==> config.mk <==
export PLATFORM = sky130hd
export DESIGN_NAME = ping_pong_block_retransmit_flat
export DESIGN_NICKNAME = d
export VERILOG_FILES = /design/src/design/ppbr_pkg.sv /design/src/design/ppbr_if.sv /design/src/design/ping_pong_block_retransmit.sv /design/src/flat_wrapper.sv
export SDC_FILE = /design/constraint.sdc
export NUM_CORES = 1
export LEC_CHECK = 0
export BUFFER_PORTS_ARGS = -buffer_cell sky130_fd_sc_hd__buf_4
export CAP_MARGIN = 15
export CORE_MARGIN = 2
export CORE_UTILIZATION = 55
export CTS_CLUSTER_DIAMETER = 150
export CTS_CLUSTER_SIZE = 20
export DETAILED_ROUTE_END_ITERATION = 8
export HOLD_SLACK_MARGIN = 0.15
export PLACE_DENSITY = 0.69
export SLEW_MARGIN = 20
export SYNTH_ARGS = -nofsm -noshare
export SYNTH_HDL_FRONTEND = slang
export SYNTH_SLANG_ARGS = --single-unit
==> constraint.sdc <==
create_clock -name clk -period 4.3 [get_ports clk]
set_input_delay 0.43 -clock clk [delete_from_list [all_inputs] [get_ports clk]]
set_output_delay 0.43 -clock clk [all_outputs]
set_load 0.01 [all_outputs]
==> src/design/ppbr_pkg.sv <==
// Package for the ping-pong block retransmit design.
// Holds buffer geometry constants and derived widths; no dependencies.
package ppbr_pkg;

	localparam int BLOCK_WORDS = 32;
	localparam int STORE_WORDS = 2 * BLOCK_WORDS;
	localparam int WORD_W      = 16;
	localparam int ADDR_W      = (STORE_WORDS > 1) ? $clog2(STORE_WORDS) : 1;
	localparam int IDX_W       = (BLOCK_WORDS > 1) ? $clog2(BLOCK_WORDS) : 1;

	typedef logic [WORD_W-1:0] word_t;
	typedef logic [ADDR_W-1:0] addr_t;
	typedef logic [IDX_W-1:0]  idx_t;

	// One buffered result: word plus end-of-burst mark.
	typedef struct packed {
		word_t word;
		logic  last;
	} out_entry_t;

endpackage

==> src/design/ppbr_if.sv <==
// Valid/ready channel interfaces for received and retransmitted words.
// Depends on ppbr_pkg for the word type.
interface ppbr_rx_if;
	logic           valid;
	logic           ready;
	ppbr_pkg::word_t rx_word;

	modport source (output valid, output rx_word, input ready);
	modport sink   (input valid, input rx_word, output ready);
endinterface

interface ppbr_tx_if;
	logic           valid;
	logic           ready;
	ppbr_pkg::word_t tx_word;
	logic           tx_last;

	modport source (output valid, output tx_word, output tx_last, input ready);
	modport sink   (input valid, input tx_word, input tx_last, output ready);
endinterface

==> src/design/ping_pong_block_retransmit.sv <==
// Ping-pong double buffer: stores received words, replays each filled half.
// Depends on ppbr_pkg and the channel interfaces in ppbr_if.sv.
//
//   channel | dir | payload            | request accepted when
//   --------+-----+--------------------+-----------------------
//   rx      | in  | rx_word[15:0]      | rx.valid && rx.ready
//   tx      | out | tx_word[15:0], last| tx.valid && tx.ready
//
// One received word is taken per cycle; it is written to the word memory at once.
// Filling a half starts a burst of BLOCK_WORDS reads, one per cycle through the
// single read port while the queue has room, into a two-entry output queue.
// Reading the next words proceeds while a result waits; tx stalls only stop the reads.
// rx stalls only while the write position sits inside the half still being replayed.
// Reset (arst_n low) clears the write position, burst state and output queue.
module ping_pong_block_retransmit (
	input  logic            clk,
	input  logic            arst_n,
	ppbr_rx_if.sink         rx,
	ppbr_tx_if.source       tx
);

	localparam ppbr_pkg::addr_t BLOCK_BASE = ppbr_pkg::ADDR_W'(ppbr_pkg::BLOCK_WORDS);
	localparam ppbr_pkg::addr_t HALF_END   = ppbr_pkg::ADDR_W'(ppbr_pkg::BLOCK_WORDS - 1);
	localparam ppbr_pkg::addr_t STORE_END  = ppbr_pkg::ADDR_W'(ppbr_pkg::STORE_WORDS - 1);
	localparam ppbr_pkg::idx_t  IDX_LAST   = ppbr_pkg::IDX_W'(ppbr_pkg::BLOCK_WORDS - 1);

	// Word memory
	ppbr_pkg::word_t mem [ppbr_pkg::STORE_WORDS];

	ppbr_pkg::addr_t wr_pos_q;
	logic            drain_active_q;
	logic            drain_half_q;
	logic            pending_q;
	ppbr_pkg::idx_t  rd_idx_q;

	logic            rd_v_s1;
	logic            rd_last_s1;
	ppbr_pkg::word_t rd_data_s1;

	ppbr_pkg::out_entry_t q0_q;
	ppbr_pkg::out_entry_t q1_q;
	logic [1:0]           cnt_q;

	logic            wr_half;
	logic            wr_end;
	logic            in_fire;
	logic            done_evt;
	logic            pop;
	logic            issue;
	logic            fin;
	logic [2:0]      occ;
	ppbr_pkg::addr_t rd_addr;
	ppbr_pkg::out_entry_t push_entry;

	// Write side
	assign wr_half  = (wr_pos_q >= BLOCK_BASE);
	assign wr_end   = (wr_pos_q == HALF_END) || (wr_pos_q == STORE_END);
	assign rx.ready = !(drain_active_q && (wr_half == drain_half_q));
	assign in_fire  = rx.valid && rx.ready;
	assign done_evt = in_fire && wr_end;

	// Read side: issue when the queue can absorb the returning word
	assign pop     = tx.valid && tx.ready;
	assign occ     = {1'b0, cnt_q} + {2'b00, rd_v_s1} - {2'b00, pop};
	assign issue   = drain_active_q && (occ <= 3'd1);
	assign fin     = issue && (rd_idx_q == IDX_LAST);
	assign rd_addr = (drain_half_q ? BLOCK_BASE : '0) + ppbr_pkg::ADDR_W'(rd_idx_q);

	// Store incoming words
	always_ff @(posedge clk) begin
		if (in_fire) begin
			mem[wr_pos_q] <= rx.rx_word;
		end
	end

	// Read the memory
	always_ff @(posedge clk) begin
		if (issue) begin
			rd_data_s1 <= mem[rd_addr];
			rd_last_s1 <= (rd_idx_q == IDX_LAST);
		end
	end

	// Advance write position and burst control
	always_ff @(posedge clk or negedge arst_n) begin
		if (!arst_n) begin
			wr_pos_q       <= '0;
			drain_active_q <= 1'b0;
			drain_half_q   <= 1'b0;
			pending_q      <= 1'b0;
			rd_idx_q       <= '0;
			rd_v_s1        <= 1'b0;
		end else begin
			rd_v_s1 <= issue;
			if (in_fire) begin
				wr_pos_q <= (wr_pos_q == STORE_END) ? '0 : wr_pos_q + 1'b1;
			end
			if (issue && !fin) begin
				rd_idx_q <= rd_idx_q + 1'b1;
			end
			priority if (fin) begin
				rd_idx_q <= '0;
				if (pending_q) begin
					drain_half_q <= !drain_half_q;
					pending_q    <= 1'b0;
				end else if (done_evt) begin
					drain_half_q <= wr_half;
				end else begin
					drain_active_q <= 1'b0;
				end
			end else if (done_evt) begin
				if (drain_active_q) begin
					pending_q <= 1'b1;
				end else begin
					drain_active_q <= 1'b1;
					drain_half_q   <= wr_half;
					rd_idx_q       <= '0;
				end
			end else begin
				pending_q <= pending_q;
			end
		end
	end

	// Output queue: head drives tx
	assign push_entry = '{word: rd_data_s1, last: rd_last_s1};

	always_ff @(posedge clk or negedge arst_n) begin
		if (!arst_n) begin
			cnt_q <= '0;
		end else begin
			cnt_q <= 2'(occ);
		end
	end

	always_ff @(posedge clk) begin
		unique case ({rd_v_s1, pop})
			2'b11: begin
				if (cnt_q == 2'd1) begin
					q0_q <= push_entry;
				end else begin
					q0_q <= q1_q;
					q1_q <= push_entry;
				end
			end
			2'b01: begin
				q0_q <= q1_q;
			end
			2'b10: begin
				if (cnt_q == 2'd0) begin
					q0_q <= push_entry;
				end else begin
					q1_q <= push_entry;
				end
			end
			default: begin
				q0_q <= q0_q;
			end
		endcase
	end

	assign tx.valid   = (cnt_q != 2'd0);
	assign tx.tx_word = q0_q.word;
	assign tx.tx_last = q0_q.last;

	// Checks
	a_queue_bound: assert property (@(posedge clk) disable iff (!arst_n)
		cnt_q != 2'd3)
		else $error("output queue overflow");

	a_no_overwrite: assert property (@(posedge clk) disable iff (!arst_n)
		(in_fire && drain_active_q) |-> (wr_half != drain_half_q))
		else $error("write into half being replayed");

	a_pending_drain: assert property (@(posedge clk) disable iff (!arst_n)
		pending_q |-> drain_active_q)
		else $error("pending burst without active burst");

	a_read_return: assert property (@(posedge clk) disable iff (!arst_n)
		issue |=> rd_v_s1)
		else $error("issued read did not return");

endmodule
==> src/flat_wrapper.sv <==
// flat-port wrapper written by rule: the top's interface ports become plain ports
module ping_pong_block_retransmit_flat 
  (clk, arst_n, rx_valid, rx_rx_word, rx_ready, tx_valid, tx_tx_word, tx_tx_last, tx_ready);
  ppbr_rx_if rx_i ();
  ppbr_tx_if tx_i ();
  input  logic clk;
  input  logic arst_n;
  input wire logic [$bits(rx_i.valid)-1:0] rx_valid;
  input wire logic [$bits(rx_i.rx_word)-1:0] rx_rx_word;
  output wire logic [$bits(rx_i.ready)-1:0] rx_ready;
  output wire logic [$bits(tx_i.valid)-1:0] tx_valid;
  output wire logic [$bits(tx_i.tx_word)-1:0] tx_tx_word;
  output wire logic [$bits(tx_i.tx_last)-1:0] tx_tx_last;
  input wire logic [$bits(tx_i.ready)-1:0] tx_ready;
  assign rx_i.valid = rx_valid;
  assign rx_i.rx_word = rx_rx_word;
  assign rx_ready = rx_i.ready;
  assign tx_valid = tx_i.valid;
  assign tx_tx_word = tx_i.tx_word;
  assign tx_tx_last = tx_i.tx_last;
  assign tx_i.ready = tx_ready;
  ping_pong_block_retransmit u_core (.clk(clk), .arst_n(arst_n), .rx(rx_i), .tx(tx_i));
endmodule
==> metrics.txt <==
status=finished clean; max-cap violations=0; Hold Fails Final Rpt=0; maximum clock rate=280 MHz; # rows=101; Buffers on Ports=38; Routed Antenna Nets=0; Final min period=3570 ps; kind of critical path=reg -> reg; DRT Pass-1 Iters=6; Final period util=83.0%; Worst-Skew Late Latency=670 ps; clk buf depth=3; Netlist cell types=49; Vias/cell=6.58; nets=2019; CP max FO=17; number of remaining DRC errors=0; post-CTS setup buffers=0; critical path capture point=u_core.rd_data_s1[10]; headroom to the max-slew limit=27.5%; ys async rst share=1.56%; Synth warnings=0; worst reg-to-reg setup slack=730 ps; hold_ws=181 ps; FF-to-FF path depth=8; sum of negative setup slack=0 ps; drt initial violations=2509; CTS tree=done; GR Util All Layers=23.9%; RSZ-0062 raised after global routing=false; first-pass GRT wire length=135000 µm; Setup Viol. Count Final=0; number of global-route vias before repair=19700; CP Launch Type=flip-flop; worst slew pin tran=1080 ps; fin cells=2999; gr ovfl total=0; reg-to-reg endpoint=u_core.rd_data_s1[10]; CP max-delay cell=nor2_1; Cell Pwr Density=552 mW/mm²; Die Width=281 µm; core area=0.0758 mm²; die height=281 µm; syn avg cell area=22.2 µm²; post-synthesis cell area=0.0421 mm²; final WL=92300 µm; critical path, cell by cell=or2_2 -> nand2_1 -> nor2_1 -> inv_1 -> fa_1 -> xor2_1 -> nor3b_2 -> buf_4; placed insts=2907; fin util=60.2%; CTS Sinks=1092; most frequent cells in the layout=edfxtp_1 (1075), mux4_2 (284), buf_4 (119); Yosys reg bits=1092; Avg WL per Cell=30.8 µm; Critical Path RT=4670 ps; layout cells sized above 1=24.5%; total number of vias=19700; CP max stage delay=830 ps; Primary FF master, synth=edfxtp_1; Post-synth EDFFs=1075; io pins=39; Clock Pin Slew Worst Setup and Hold Paths=90 ps; CTS root buffer=clkbuf_16; # diodes=0; initial antenna violation count=0; Worst Setup End Kind=flip-flop; critical path arrival=3940 ps; H-Tree Level Count=2; post-synthesis sequential area ratio=77.7%; Syn Nets=1925; cell count after synthesis=1898; CTS Buf Count=60; Leak=14.0 nW; clk_skew=31.9 ps; most common cell after layout, fill and taps aside=edfxtp_1; r2r startpoint=u_core.cnt_q[1]; maximum vdd drop=0.427 mV; area grow syn2layout=8.39%; Initial Util=55.5%; die area=0.0788 mm²; post-DP HPWL=55100 µm; pin count of the biggest net entering global routing=65; Worst Hold Class=in -> async; CP startpoint=u_core.cnt_q[1]; GPL Wtd Cong=0.890; final slew viol count=0
-- routing by layer --
metal	global-route usage (%)	vias to the layer above	wire, µm
met1	35.0	10600	37700
met3	3.65	130	7300
met2	38.2	874	45000
met4	6.33	0	2270
li1	-	8135	-
met5	0	-	0
-- report_power, final --
group / internal [mW] / switching (mW)
Sequential: 12.3 / 0.471
Combinational: 2.98 / 3.64
Clock: 2.61 / 3.15
-- cells in the mapped netlist (all sizes together), types with 6 or more instances --
cell type,n,share of area [%]
xnor2,6,0.12
mux2,6,0.16
o21ai,19,0.23
nand2,69,0.62
a211oi,6,0.11
nor2,94,0.84
edfxtp,1075,77
o22ai,15,0.22
ha,6,0.18
inv,12,0.11
a31oi,26,0.39
a22oi,21,0.37
a21oi,16,0.19
nand3,20,0.24
clkbuf,43,0.39
mux4,284,15
buf,58,0.86
a221oi,22,0.46
dfrtp,17,1.0
mux2i,21,0.50
-- worst max-delay path: cells and delay by family, from the launching register on --
kind                     cells  cell delay (ps)
adder cells (fa/ha/maj)      1              430
AND/OR/NAND/NOR              4             1680
flip-flops                   1              440
buffers and inverters        2              540
XOR/XNOR                     1              180
-- final cells by class --
cell class / count / area, µm²
inverter: 12 / 45.0
clock buffer: 88 / 1630
sequential: 1092 / 32700
timing repair buffer: 133 / 1160
clock inverter: 3 / 26.3
fill: 5281 / 30200
tap: 978 / 1220
multi-input combinational: 693 / 8820
-- worst min-delay path by stage --
stage	endpoint	from	slack, ps	cells past startpoint
after global routing	u_core.pending_q	arst_n	200	2
after floorplan	u_core.cnt_q[0]	arst_n	130	0
after detailed placement	u_core.cnt_q[1]	arst_n	320	1
after global placement	u_core.cnt_q[0]	arst_n	320	1
after CTS	u_core.rd_v_s1	arst_n	160	2
final	u_core.wr_pos_q[3]	arst_n	180	2
-- flip-flops by register name, indices dropped and copies added, names as in the netlist --
| signal | count |
|---|---|
| u_core.cnt_q | 2 |
| u_core.drain_active_q | 1 |
| u_core.drain_half_q | 1 |
| u_core.mem | 1024 |
| u_core.pending_q | 1 |
| u_core.q1_q | 17 |
| u_core.rd_data_s1 | 16 |
| u_core.rd_idx_q | 5 |
| u_core.rd_last_s1 | 1 |
| u_core.rd_v_s1 | 1 |
| u_core.tx.tx_last | 1 |
| u_core.tx.tx_word | 16 |
| u_core.wr_pos_q | 6 |
-- timing repair --
action,CTS,global route
gates resized for setup,0,0
hold buffers,1,0
hold endpoints to repair,17,0
-- through the flow --
step,instance area (µm²),setup slack [ps],total power [mW]
after global placement,44000,894,19.6
after detailed placement,44000,830,19.7
after CTS,45600,803,25.3
after floorplan,42100,381,17.3
after global routing,45600,523,26.1
final,45600,729,25.2
-- cell families after synthesis --
family,count (synthesis),synth area share [%]
flip-flops,1092,77.7
AO/OA/AOI/OAI,147,2.41
AND/OR/NAND/NOR,220,2.28
adder cells (fa/ha/maj),7,0.226
XOR/XNOR,8,0.166
multiplexers,311,15.9
buffers and inverters,113,1.36
(Power assumes the default switching activity.)
